## config.mk

```make
export PLATFORM = sky130hd
export DESIGN_NAME = column_min_max_decimation_top
export DESIGN_NICKNAME = d
export VERILOG_FILES = /design/src/rtl/cmmd_pkg.sv /design/src/rtl/cmmd_front.sv /design/src/rtl/cmmd_queue.sv /design/src/rtl/cmmd_back.sv /design/src/rtl/column_min_max_decimation_top.sv
export SDC_FILE = /design/constraint.sdc
export NUM_CORES = 1
export LEC_CHECK = 0
export ABC_AREA = 0
export BUFFER_PORTS_ARGS = -buffer_cell sky130_fd_sc_hd__buf_4
export CORE_ASPECT_RATIO = 1.4
export CORE_MARGIN = 2
export CORE_UTILIZATION = 56
export CTS_BUF_LIST = sky130_fd_sc_hd__clkbuf_16
export CTS_CLUSTER_SIZE = 40
export DETAILED_ROUTE_END_ITERATION = 8
export GPL_TIMING_DRIVEN = 0
export PLACE_DENSITY = 0.8
export SLEW_MARGIN = 40
export SYNTH_ARGS = -nofsm -noshare
export SYNTH_HDL_FRONTEND = slang
export SYNTH_SLANG_ARGS = --single-unit
```

## constraint.sdc

```tcl
create_clock -name aclk -period 4.48 [get_ports aclk]
set_input_delay 0 -clock aclk [delete_from_list [all_inputs] [get_ports aclk]]
set_output_delay 0 -clock aclk [all_outputs]
set_load 0.05 [all_outputs]
```

## src/rtl/cmmd_pkg.sv

```systemverilog
// ----------------------------------------------------------------------------
// cmmd_pkg - shared types and constants for column min/max decimation
// Coordinate width, stream widths and the flush job carried between the
// front and back parts.
// ----------------------------------------------------------------------------
package cmmd_pkg;

    // coordinate width of x and y
    localparam int COORD_BITS = 16;
    // stream payload width: x and y packed, padded up to whole bytes
    localparam int DATA_BITS  = ((2 * COORD_BITS + 7) / 8) * 8;
    localparam int PAD_BITS   = DATA_BITS - 2 * COORD_BITS;

    // job queue between front and back
    localparam int QUEUE_DEPTH = 4;
    localparam int QUEUE_AW    = $clog2(QUEUE_DEPTH);

    typedef logic signed [COORD_BITS-1:0] coord_t;
    typedef logic        [DATA_BITS-1:0]  data_t;

    // one column to be flushed
    typedef struct packed {
        coord_t x;
        coord_t low_y;
        coord_t high_y;
        coord_t latest_y;
    } cmmd_flush_t;

    // everything one input item causes: an optional flush of the old column
    // and an optional flush of the current column on the end mark
    typedef struct packed {
        logic        has_a;
        cmmd_flush_t a;
        logic        has_b;
        cmmd_flush_t b;
    } cmmd_job_t;

    // point position within one flush
    typedef enum logic [1:0] {
        PT_LOW    = 2'd0,
        PT_HIGH   = 2'd1,
        PT_LATEST = 2'd2
    } cmmd_pt_t;

endpackage

```

## src/rtl/cmmd_front.sv

```systemverilog
// ----------------------------------------------------------------------------
// cmmd_front - input acceptance and column tracking
// Keeps the open column's extremes and latest y, and turns each item that
// closes a column into one flush job for the queue.
// ----------------------------------------------------------------------------
module cmmd_front (
    input  logic                aclk,
    input  logic                aresetn,
    input  logic                s_tvalid,
    output logic                s_tready,
    input  cmmd_pkg::data_t     s_tdata,    // [x, y] from the low bits up
    input  logic                s_tlast,    // end of stream
    input  logic                queue_full,
    output logic                push,
    output cmmd_pkg::cmmd_job_t push_job
);
    import cmmd_pkg::*;

    coord_t x_reg, low_reg, high_reg, latest_reg;
    coord_t low_next, high_next;
    logic   open_reg;
    coord_t in_x, in_y;
    logic   accept, flush_a, fresh;

    assign in_x     = s_tdata[COORD_BITS-1:0];
    assign in_y     = s_tdata[2*COORD_BITS-1:COORD_BITS];
    assign s_tready = !queue_full;
    assign accept   = s_tvalid && s_tready;

    // a new x closes the open column
    assign flush_a = open_reg && (in_x != x_reg);
    assign fresh   = !open_reg || flush_a;

    // first extreme wins on ties
    always_comb begin
        low_next  = low_reg;
        high_next = high_reg;
        if (fresh) begin
            low_next  = in_y;
            high_next = in_y;
        end else if (in_y < low_reg) begin
            low_next  = in_y;
        end else if (in_y > high_reg) begin
            high_next = in_y;
        end
    end

    // flush job for this item
    always_comb begin
        push_job.has_a      = flush_a;
        push_job.a.x        = x_reg;
        push_job.a.low_y    = low_reg;
        push_job.a.high_y   = high_reg;
        push_job.a.latest_y = latest_reg;
        push_job.has_b      = s_tlast;
        push_job.b.x        = in_x;
        push_job.b.low_y    = low_next;
        push_job.b.high_y   = high_next;
        push_job.b.latest_y = in_y;
    end

    assign push = accept && (flush_a || s_tlast);

    // column state
    always_ff @(posedge aclk) begin
        if (!aresetn) begin
            open_reg   <= 1'b0;
            x_reg      <= '0;
            low_reg    <= '0;
            high_reg   <= '0;
            latest_reg <= '0;
        end else if (accept) begin
            open_reg   <= !s_tlast;
            x_reg      <= in_x;
            low_reg    <= low_next;
            high_reg   <= high_next;
            latest_reg <= in_y;
        end
    end

endmodule

```

## src/rtl/cmmd_queue.sv

```systemverilog
// ----------------------------------------------------------------------------
// cmmd_queue - short job queue between front and back
// Register-based FIFO; push and pop may happen in the same cycle.
// ----------------------------------------------------------------------------
module cmmd_queue (
    input  logic                aclk,
    input  logic                aresetn,
    input  logic                push,
    input  cmmd_pkg::cmmd_job_t push_job,
    input  logic                pop,
    output cmmd_pkg::cmmd_job_t head_job,
    output logic                empty,
    output logic                full
);
    import cmmd_pkg::*;

    cmmd_job_t            mem [QUEUE_DEPTH];
    logic [QUEUE_AW-1:0]  wr_ptr_reg, rd_ptr_reg;
    logic [QUEUE_AW:0]    count_reg;
    logic                 do_push, do_pop;

    assign empty    = (count_reg == '0);
    assign full     = (count_reg == (QUEUE_AW+1)'(QUEUE_DEPTH));
    assign do_push  = push && !full;
    assign do_pop   = pop && !empty;
    assign head_job = mem[rd_ptr_reg];

    // storage
    always_ff @(posedge aclk) begin
        if (do_push) begin
            mem[wr_ptr_reg] <= push_job;
        end
    end

    // pointers and fill count
    always_ff @(posedge aclk) begin
        if (!aresetn) begin
            wr_ptr_reg <= '0;
            rd_ptr_reg <= '0;
            count_reg  <= '0;
        end else begin
            if (do_push) begin
                wr_ptr_reg <= (wr_ptr_reg == QUEUE_AW'(QUEUE_DEPTH - 1)) ? '0 : wr_ptr_reg + 1'b1;
            end
            if (do_pop) begin
                rd_ptr_reg <= (rd_ptr_reg == QUEUE_AW'(QUEUE_DEPTH - 1)) ? '0 : rd_ptr_reg + 1'b1;
            end
            if (do_push && !do_pop) begin
                count_reg <= count_reg + 1'b1;
            end else if (do_pop && !do_push) begin
                count_reg <= count_reg - 1'b1;
            end
        end
    end

endmodule

```

## src/rtl/cmmd_back.sv

```systemverilog
// ----------------------------------------------------------------------------
// cmmd_back - flush sequencer and output register
// Walks the head job point by point (per flush: low and high if they differ,
// then latest) and drives the result stream through a registered output.
// ----------------------------------------------------------------------------
module cmmd_back (
    input  logic                aclk,
    input  logic                aresetn,
    input  cmmd_pkg::cmmd_job_t head_job,
    input  logic                empty,
    output logic                pop,
    output logic                m_tvalid,
    input  logic                m_tready,
    output cmmd_pkg::data_t     m_tdata,    // [x, y] from the low bits up
    output logic                m_tlast     // last result of the item
);
    import cmmd_pkg::*;

    logic        half_reg;      // 0 = old column flush, 1 = end-mark flush
    cmmd_pt_t    pt_reg;
    logic        valid_reg, last_reg;
    data_t       data_reg;

    logic        eff_half;
    cmmd_pt_t    eff_pt;
    cmmd_flush_t cur;
    coord_t      cur_y;
    logic        differ, load, end_flush, end_job;

    // current flush and point, skipping absent parts
    assign eff_half = half_reg || !head_job.has_a;
    assign cur      = eff_half ? head_job.b : head_job.a;
    assign differ   = (cur.low_y != cur.high_y);
    assign eff_pt   = differ ? pt_reg : PT_LATEST;

    always_comb begin
        unique case (eff_pt)
            PT_LOW:  cur_y = cur.low_y;
            PT_HIGH: cur_y = cur.high_y;
            default: cur_y = cur.latest_y;
        endcase
    end

    assign end_flush = (eff_pt == PT_LATEST);
    assign end_job   = end_flush && (eff_half || !head_job.has_b);
    assign load      = !empty && (!valid_reg || m_tready);
    assign pop       = load && end_job;

    // sequencer position
    always_ff @(posedge aclk) begin
        if (!aresetn) begin
            half_reg <= 1'b0;
            pt_reg   <= PT_LOW;
        end else if (load) begin
            if (end_job) begin
                half_reg <= 1'b0;
                pt_reg   <= PT_LOW;
            end else if (end_flush) begin
                half_reg <= 1'b1;
                pt_reg   <= PT_LOW;
            end else begin
                pt_reg   <= (eff_pt == PT_LOW) ? PT_HIGH : PT_LATEST;
            end
        end
    end

    // output register
    always_ff @(posedge aclk) begin
        if (!aresetn) begin
            valid_reg <= 1'b0;
        end else if (load) begin
            valid_reg <= 1'b1;
        end else if (m_tready) begin
            valid_reg <= 1'b0;
        end
    end

    always_ff @(posedge aclk) begin
        if (load) begin
            data_reg <= data_t'({cur_y, cur.x});
            last_reg <= end_job;
        end
    end

    assign m_tvalid = valid_reg;
    assign m_tdata  = data_reg;
    assign m_tlast  = last_reg;

endmodule

```

## src/rtl/column_min_max_decimation_top.sv

```systemverilog
// Path: the first result of an item goes through the job queue and then
// through the output register.
// Throughput: one item per cycle while the 4-entry job queue has room; the
// back end emits one result per unstalled cycle; a 6-result job paces it.
// Reset: synchronous active-low aresetn clears column state, queue and output.
// ----------------------------------------------------------------------------
// column_min_max_decimation_top - column min/max decimation of plot points
// Front tracks columns and queues flush jobs, back serializes the results.
// ----------------------------------------------------------------------------
module column_min_max_decimation_top (
    input  logic             aclk,
    input  logic             aresetn,
    input  logic             s_tvalid,
    output logic             s_tready,
    input  cmmd_pkg::data_t  s_tdata,   // [in_x, in_y] from the low bits up
    input  logic             s_tlast,   // end_of_stream
    output logic             m_tvalid,
    input  logic             m_tready,
    output cmmd_pkg::data_t  m_tdata,   // [out_x, out_y] from the low bits up
    output logic             m_tlast    // last_of_run
);
    import cmmd_pkg::*;

    logic      push, pop, empty, full;
    cmmd_job_t push_job, head_job;

    cmmd_front u_front (
        .aclk       (aclk),
        .aresetn    (aresetn),
        .s_tvalid   (s_tvalid),
        .s_tready   (s_tready),
        .s_tdata    (s_tdata),
        .s_tlast    (s_tlast),
        .queue_full (full),
        .push       (push),
        .push_job   (push_job)
    );

    cmmd_queue u_queue (
        .aclk     (aclk),
        .aresetn  (aresetn),
        .push     (push),
        .push_job (push_job),
        .pop      (pop),
        .head_job (head_job),
        .empty    (empty),
        .full     (full)
    );

    cmmd_back u_back (
        .aclk     (aclk),
        .aresetn  (aresetn),
        .head_job (head_job),
        .empty    (empty),
        .pop      (pop),
        .m_tvalid (m_tvalid),
        .m_tready (m_tready),
        .m_tdata  (m_tdata),
        .m_tlast  (m_tlast)
    );

endmodule

```

Word level (Yosys, flattened, before mapping). Memories as Yosys holds them, arrays and structs flattened. A register that Yosys moved wholly into a read port is not among the register bits. Cells that the tools add are included.

Add/sub/neg operators: 4. Magnitude comparators: 2. Equal/unequal tests: 7. Multiplexer cells: 23. Reductions and logical operators: 30.

Operator list (number): 16-bit 2-to-1 mux (5); 64-bit 2-to-1 mux (1); 16-bit inequality test (2); 16-bit one-hot mux with 2 select lines (1); 16-bit > comparator (1); 16-bit < comparator (1); 2-bit 2-to-1 mux (8); 1-bit logical AND (10); 1-bit logical NOT (9); 2-bit == test, second input constant (3); 1-bit 2-to-1 mux (6); 3-bit 2-to-1 mux (2); 2-bit nonzero test (3); 1-bit logical OR (5); 2-bit by 1-bit adder with 2-bit output, second input constant (2); 3-bit by 1-bit adder with 3-bit output, second input constant (1); 3-bit == test, second input constant (1); 3-bit logical NOT (1); 3-bit by 1-bit subtractor with 3-bit output, second input constant (1); 2-bit by 1-bit == test with 1-bit output, second input constant (1); 2-bit logical NOT (1); 2-bit AND reduction (1).

Register bits: 109. RAM bits: 520. Input port bits: 37. Output and inout bits: 35. Word-level logic and storage cells: 80. Memories: 1.

Memory list: u_queue.mem (words 4, bits a word 130, read ports 1, clocked after Yosys merged registers in 1, write ports 1, line cmmd_queue.sv:17) `cmmd_job_t mem [QUEUE_DEPTH];`.

Logic depth before layout (Yosys ltp). Gate-level depths: netlist (run 1).

Depth after elaboration: 12. Gate-level depth with buffers: 16. Gate-level depth less buffers: 13.

Hierarchy. A second synthesis (run 1) with hierarchy kept.

Cells, all modules: 1450. Area, all modules: 26370.3 um^2.

Modules (own cells, without submodules): cmmd_queue (times used 1, cells each 730, area each 19336.0 um^2, sequential area each 15795.1 um^2); cmmd_front (times used 1, cells each 544, area each 4474.3 um^2, sequential area each 1301.2 um^2); cmmd_back (times used 1, cells each 176, area each 2560.0 um^2, sequential area each 1071.0 um^2).

Least setup slack after synthesis (run 1). OpenSTA, ideal clock, no wires.

Path kind: register to register. Start point: register u_queue.count_reg[0]. End point: memory u_queue.mem[1][0] (netlist bit) (enable). Library setup time: 0.505 ns. Data arrival time: 4.478 ns. Data required time: 3.975 ns. Path slack: -0.503 ns. Cell stages (with the launch flop): 6. Path buffers: 0. Period minus slack after synthesis: 4.983 ns. Cell sequence: dfxtp_1 -> nor2_1 -> nand2_1 -> nand2_1 -> nor2_1 -> and2_1.

Cells in the longest elaborated chain, start to end: 7.

RTL lines: start, declared (line cmmd_queue.sv:19) `logic [QUEUE_AW:0] count_reg;`; start signal, assigned (line cmmd_queue.sv:49) `count_reg <= count_reg + 1'b1;`; start signal, assigned (line cmmd_queue.sv:51) `count_reg <= count_reg - 1'b1;`; 3-bit == test * (line cmmd_queue.sv:23) `assign full = (count_reg == (QUEUE_AW+1)'(QUEUE_DEPTH));`; 1-bit logical NOT * (line cmmd_front.sv:27) `assign s_tready = !queue_full;`; named net s_tready (line column_min_max_decimation_top.sv:14) `output logic s_tready,`; 1-bit logical AND (line cmmd_front.sv:28) `assign accept = s_tvalid && s_tready;`; 1-bit logical AND (line cmmd_front.sv:62) `assign push = accept && (flush_a || s_tlast);`; 1-bit logical AND * (line cmmd_queue.sv:24) `assign do_push = push && !full;`; named net u_queue.do_push (line cmmd_queue.sv:20) `logic do_push, do_pop;`; 1-bit 2-to-1 mux * (line cmmd_queue.sv:30) `if (do_push) begin`; 1-bit 2-to-1 mux (implied by the code) * (line cmmd_queue.sv:31) `mem[wr_ptr_reg] <= push_job;`; end, declared (line cmmd_queue.sv:17).

Mark *: on every way through the listed nets, which the timed path passes. The rest lies on a longest branch.

==> results of run 1 <==
cells by family after synthesis:
group / share of synthesized area, %
xor gates and xnor gates: 1.68
DFF: 71.2
buffers and inverters: 1.67
adders and majority gates: 1.89
and+or+nand+nor: 4.14
AOI/OAI and AO/OA: 2.05
muxes: 17.3
cells in the mapped netlist, types with 10 or more instances:
library cell / n
mux2_2: 53
xnor2_1: 43
mux2_4: 10
mux4_2: 145
ha_1: 37
buf_2: 11
inv_1: 37
nand2_1: 178
edfxtp_1: 553
a21boi_0: 34
nor2_1: 16
nand4_1: 13
clkbuf_1: 40
dfxtp_1: 78
mux2i_1: 41
power by group:
group	leakage, µW	switching (µW)	internal [µW]
registers	0.00574	219	6940
clock network	0.000870	2040	2450
logic	0.00319	1510	935
total	0.00980	3770	10300
metal layers:
metal / vias up / global-route usage (%)
li1: 5771 / -
met4: 0 / 12.4
met2: 564 / 44.5
met1: 6994 / 29.4
met5: - / 0
met3: 155 / 3.85
worst max-delay path: cells and delay by family (launching register included):
kind	cells	cell delay, ns
AO/OA/AOI/OAI	4	0.88
AND/OR/NAND/NOR	3	0.76
buffers and inverters	4	0.72
multiplexers	1	0.58
adder cells (fa/ha/maj)	2	0.47
flip-flops	1	0.34
XOR/XNOR	2	0.32
area by class of cell:
type / instances / area (µm²) / share of cell area, %
buffer: 63 / 325 / 1.11
clock buffer: 55 / 1380 / 4.71
clock inverter: 44 / 313 / 1.07
inverter: 37 / 139 / 0.475
multi-input combinational: 653 / 6970 / 23.8
sequential: 631 / 18200 / 62.1
tap: 611 / 764 / 2.62
timing repair buffer: 122 / 1180 / 4.04
path summary, 6_finish.rpt:
check                                                   startpoint                                 end  depth (start not counted)
worst max-delay path                                          flop   u_queue.count_reg[2]$_SDFFE_PN0P_                         16
worst min-delay path                                      s_tvalid  u_front.latest_reg[1]$_SDFFE_PN0P_                          4
worst max register to register                                flop   u_queue.count_reg[2]$_SDFFE_PN0P_                         16
worst min register to register  u_queue.rd_ptr_reg[1]$_SDFFE_PN0P_  u_queue.rd_ptr_reg[1]$_SDFFE_PN0P_                          2
metrics by stage:
step	cell area [µm²]	setup slack, ns	hold slack [ns]	instances	power, µW
2_1_floorplan	25500	0.415	0.0989	1384	8800
3_3_place_gp	26800	-1.80	0.225	2065	9570
3_5_place_dp	27200	-0.702	0.227	2081	9690
4_1_cts	29200	0.0766	0.126	2215	14100
5_1_grt	29200	0.0651	0.139	2216	14500
6_report	29200	0.291	0.155	2216	14100
what timing repair did:
item | 4_1_cts | 5_1_grt
gates resized for setup | 8 | 2
buffers inserted | 1 | 1
endpoints found under the setup margin | 16 | 2
pin swaps | 1 | 1
hold endpoints to repair | 327 | 0
hold buffers | 34 | 0
==> key figures, run 1 <==
Timing
  – Period minus WS final: 4.19 ns
  – Setup TNS: 0 ns
  – Final period util: 93.5%
  – # setup viols final: 0
  – Fmax: 239 MHz
  – RSZ-0062 raised after global routing: false
  – Worst slew margin: between 40% and 50%
  – Final Max Tran Viols: 0
  – Fin. Hold Viols: 0
  – Worst-Margin Slew: 0.898 ns
  – Worst Skew: 0.0231 ns

Power and ir drop
  – Highest ir drop seen on vdd: 333 µV
  – P_leak: 0.00980 µW
  – Power Density: just under 500 nW/µm²

Synth
  – Synth area leaders: edfxtp_1, mux4_2, dfxtp_1, nand2_1, mux2_2
  – Post-synth cell types: 50
  – Post-Syn Nets: 1,459
  – Yosys top cell by area: edfxtp_1
  – Synth Cell Area: 25,500 µm²
  – Share of the synthesized area in the top cell type: 65.1%
  – Sequential fraction of the synthesis area: 71.2%
  – Post-synth EDFFs: 553
  – Ys flop type: edfxtp_1
  – FFs w/ async S/R, synth: 0%
  – Synthesized instance count: 1,384
  – FF+latch count, synth: 631
  – Mapped Avg Cell Area: 18.4 µm²
  – Synthesis warning total: 0

Detailed routing
  – WL per Instance: 26.2 µm
  – Metal-1 WL: 20,700 µm
  – Met3 WL: 3330 µm
  – Met2 Wirelength: about 31,000 µm
  – Remaining DRCs: 0
  – Top Metal Used: met4
  – Via density: 6.08
  – 1st-iter DRT viols: ~1.3k
  – Post-route ant nets: 0
  – Total Wirelength: about 58,000 µm
  – Total number of vias: 13.5k
  – Drt pass-1 iters: 5

Floorplanning
  – Die Wd: 184 µm
  – I/O pin cnt: 72
  – Starting Density: 56.7%
  – Die Ht: 257 µm
  – Site row count: 92
  – DIE AREA: around 47,000 µm²
  – Core area: roughly 45,000 µm²

GRT
  – Initial antenna violation count: 0
  – Largest net degree at the start of global routing: 36
  – Via count of the first global-routing pass: approximately 14k
  – First-pass GRT wire length: 86,400 µm
  – Total gr overflow: 0
  – GRT Total Usage: 25.0%

Final layout
  – Fin util: 65.0%
  – Largest reg by FF count: u_queue.mem
  – Most frequent cells in the layout: edfxtp_1, nand2_1, mux4_2
  – Filler Cells Inserted: 2,913
  – # diodes: 0
  – Layout area overhead: 14.6%
  – Most common cell after layout, fill and taps aside: edfxtp_1
  – Final net count: 1,637
  – Max FFs per register: 520
  – Layout cell share with drive strength beyond 1: between 20% and 30%

Clock tree
  – CTS root buf: clkbuf_16
  – Clock tree buffer depth: 3
  – Clock Sinks: around 630
  – TritonCTS Buffers: 54
  – Worst skew pair latency: approximately 0.60 ns
  – H-tree Lvls: 2
  – CTS tree: yes
  – Clock transition at path regs: 0.07 ns

Hold path
  – HP Class: primary input to flop

Placed design
  – Hpwl dp: 37,300 µm
  – Buffers on Ports: 70
  – GP Congestion: 0.905

Worst setup path
  – CP dominant cell by count: buf_6
  – Worst endpoint required time: 4.99 ns
  – Critical-path cell list: buf_6 -> buf_6 -> buf_4 -> mux4_2 -> xnor2_1 -> nand4_1 -> nor2_1 -> a21oi_2 -> a2111oi_4 -> o211ai_1 -> ha_1 -> inv_1 -> fa_1 -> xor2_1 -> or3_1 -> a21boi_0
  – Startpoint types: flop
  – Critical-path maximum fanout: 10
  – Reg2Reg Setup Slack: roughly 0.3 ns
  – Arrival @ worst endpoint: around 4.7 ns
  – CP peak stage delay: 0.58 ns
  – CP endpoint kind: flop
  – CP max stage cell: mux4_2
  – WS Path Type: flop to flop

Run status
  – Run status: finished, final reports clean

Flow run
  – Max-cap violation count: 0
No activity file was read; power rests on OpenSTA's default activity.
==> run 2, diff against run 1 <==
--- a/config.mk
+++ b/config.mk
@@ -14,7 +14,7 @@
 export CTS_CLUSTER_SIZE = 40
 export DETAILED_ROUTE_END_ITERATION = 8
 export GPL_TIMING_DRIVEN = 0
-export PLACE_DENSITY = 0.8
+export PLACE_DENSITY_LB_ADDON = 0.05
 export SLEW_MARGIN = 40
 export SYNTH_ARGS = -nofsm -noshare
 export SYNTH_HDL_FRONTEND = slang
==> key figures, run 2 (same netlist as run 1, synthesis figures left out) <==
Placed design
  – Buffers on Ports: 70
  – Dpl cells: 2,083
  – Hpwl dp: 38,600 µm
  – Placed Instance Area: 27,200 µm²
  – GP Congestion: 0.846

Power and ir drop
  – Total power: 14,000 µW
  – Power Density: 478 nW/µm²
  – P_leak: 0.00982 µW
  – Highest ir drop seen on vdd: 323 µV

Floorplanning
  – Core area: 45,000 µm²
  – Die Wd: 184 µm
  – Site row count: 92
  – I/O pin cnt: 72
  – Die Ht: 257 µm
  – DIE AREA: 47,300 µm²
  – Starting Density: 56.7%

Detailed routing
  – Via density: about 5.9
  – 1st-iter DRT viols: 982
  – Drt pass-1 iters: 7
  – WL per Instance: 25.9 µm
  – Post-route ant nets: 0
  – Total number of vias: 13.1k
  – Remaining DRCs: 0
  – Total Wirelength: 57,700 µm

Worst setup path
  – Worst endpoint required time: approximately 5 ns
  – Startpoint types: flop
  – WS Path Type: flop to flop
  – Critical-path maximum fanout: 10
  – CP endpoint kind: flop
  – Arrival @ worst endpoint: ~4.7 ns

GRT
  – GRT Total Usage: between 20% and 30%
  – Largest net degree at the start of global routing: 35
  – Total gr overflow: 0
  – First-pass GRT wire length: 85,100 µm
  – Initial antenna violation count: 0
  – Via count of the first global-routing pass: 13.4k

Clock tree
  – Clock tree buffer depth: 3
  – Worst skew pair latency: 0.59 ns
  – Clock Sinks: 631
  – CTS root buf: clkbuf_16
  – CTS tree: yes
  – H-tree Lvls: 2
  – TritonCTS Buffers: between 50 and 60
  – Clock transition at path regs: around 0.070 ns

Hold path
  – HP Class: primary input to flop

Final layout
  – Final net count: 1,642
  – Final instance area: roughly 30,000 µm²
  – Max FFs per register: 520
  – Final non-filler cell total: 2,225
  – Largest reg by FF count: u_queue.mem
  – Layout cell share with drive strength beyond 1: 25.7%
  – Fin util: 65.0%
  – Most frequent cells in the layout: edfxtp_1, nand2_1, mux4_2
  – Filler Cells Inserted: 3,124
  – Most common cell after layout, fill and taps aside: edfxtp_1
  – # diodes: 0
  – Layout area overhead: 14.7%

Flow run
  – Max-cap violation count: 0

Timing
  – RSZ-0062 raised after global routing: false
  – Final Max Tran Viols: 0
  – Worst-Margin Slew: roughly 0.84 ns
  – Fin. Hold Viols: 0
  – Worst Skew: about 0.021 ns
  – # setup viols final: 0
  – Period minus WS final: 4.13 ns
  – Fmax: 242 MHz
  – Final period util: 92.1%
  – Worst slew margin: between 40 and 50%

Run status
  – Run status: finished, final reports clean
run 2: routing by layer:
layer | part of all wire (%) | global-route usage (%)
met2 | 54 | 45.5
met1 | 39 | 31.8
met3 | 4.1 | 2.39
met4 | 2.8 | 7.47
met5 | 0 | 0
run 2: path summary, 6_finish.rpt:
check / slack (ns) / start / depth (start not counted) / endpoint
max: 0.35 / flop / 17 / u_queue.count_reg[2]$_SDFFE_PN0P_
min: 0.14 / s_tvalid / 4 / u_front.latest_reg[2]$_SDFFE_PN0P_
max reg2reg: 0.35 / flop / 17 / u_queue.count_reg[2]$_SDFFE_PN0P_
min reg2reg: 0.49 / u_back.half_reg$_SDFFE_PN0P_ / 2 / u_back.half_reg$_SDFFE_PN0P_
run 2: where the power goes:
| group | internal, µW | total [µW] | switching [µW] |
|---|---|---|---|
| logic | 931 | 2440 | 1510 |
| registers | 6940 | 7150 | 204 |
| clock network | 2370 | 4420 | 2050 |
| total | 10200 | 14000 | 3760 |
run 2: area by class of cell:
| type | instances | area (µm²) | share of cell area, % |
|---|---|---|---|
| clock inverter | 49 | 264 | 0.902 |
| clock buffer | 56 | 1400 | 4.79 |
| inverter | 37 | 139 | 0.475 |
| sequential | 631 | 18200 | 62.1 |
| buffer | 63 | 330 | 1.13 |
| tap | 611 | 764 | 2.61 |
| multi-input combinational | 653 | 6960 | 23.8 |
| timing repair buffer | 125 | 1240 | 4.23 |
run 2: repair_timing:
item / CTS / global route
hold buffers: 34 / 0
setup buffers: 0 / 2
gates resized for setup: 9 / 1
gates cloned: 0 / 0
pin swaps: 0 / 2
hold endpoints to repair: 330 / 0
setup endpoints to repair: 13 / 2
run 2: through the flow:
stage,TNS (ns),hold slack [ns],setup slack (ns)
floorplan,0,0.0989,0.415
global placement,-483.15,0.228,-1.91
detailed placement,-2.24,0.232,-0.570
CTS,0,0.141,0.0248
global route,0,0.150,0.0425
finish,0,0.137,0.353
run 2: critical path: stages (launching register included):
cell and delay, ns:
dfxtp_1 0.33, buf_6 0.11, buf_6 0.19, buf_6 0.24, mux4_2 0.56, xnor2_1 0.21
nand4_1 0.27, nor4_1 0.40, a21oi_2 0.14, a2111oi_4 0.21, buf_4 0.19, o211ai_1 0.13
ha_1 0.29, inv_1 0.07, fa_1 0.17, xor2_1 0.07, or3_1 0.29, a21boi_0 0.15
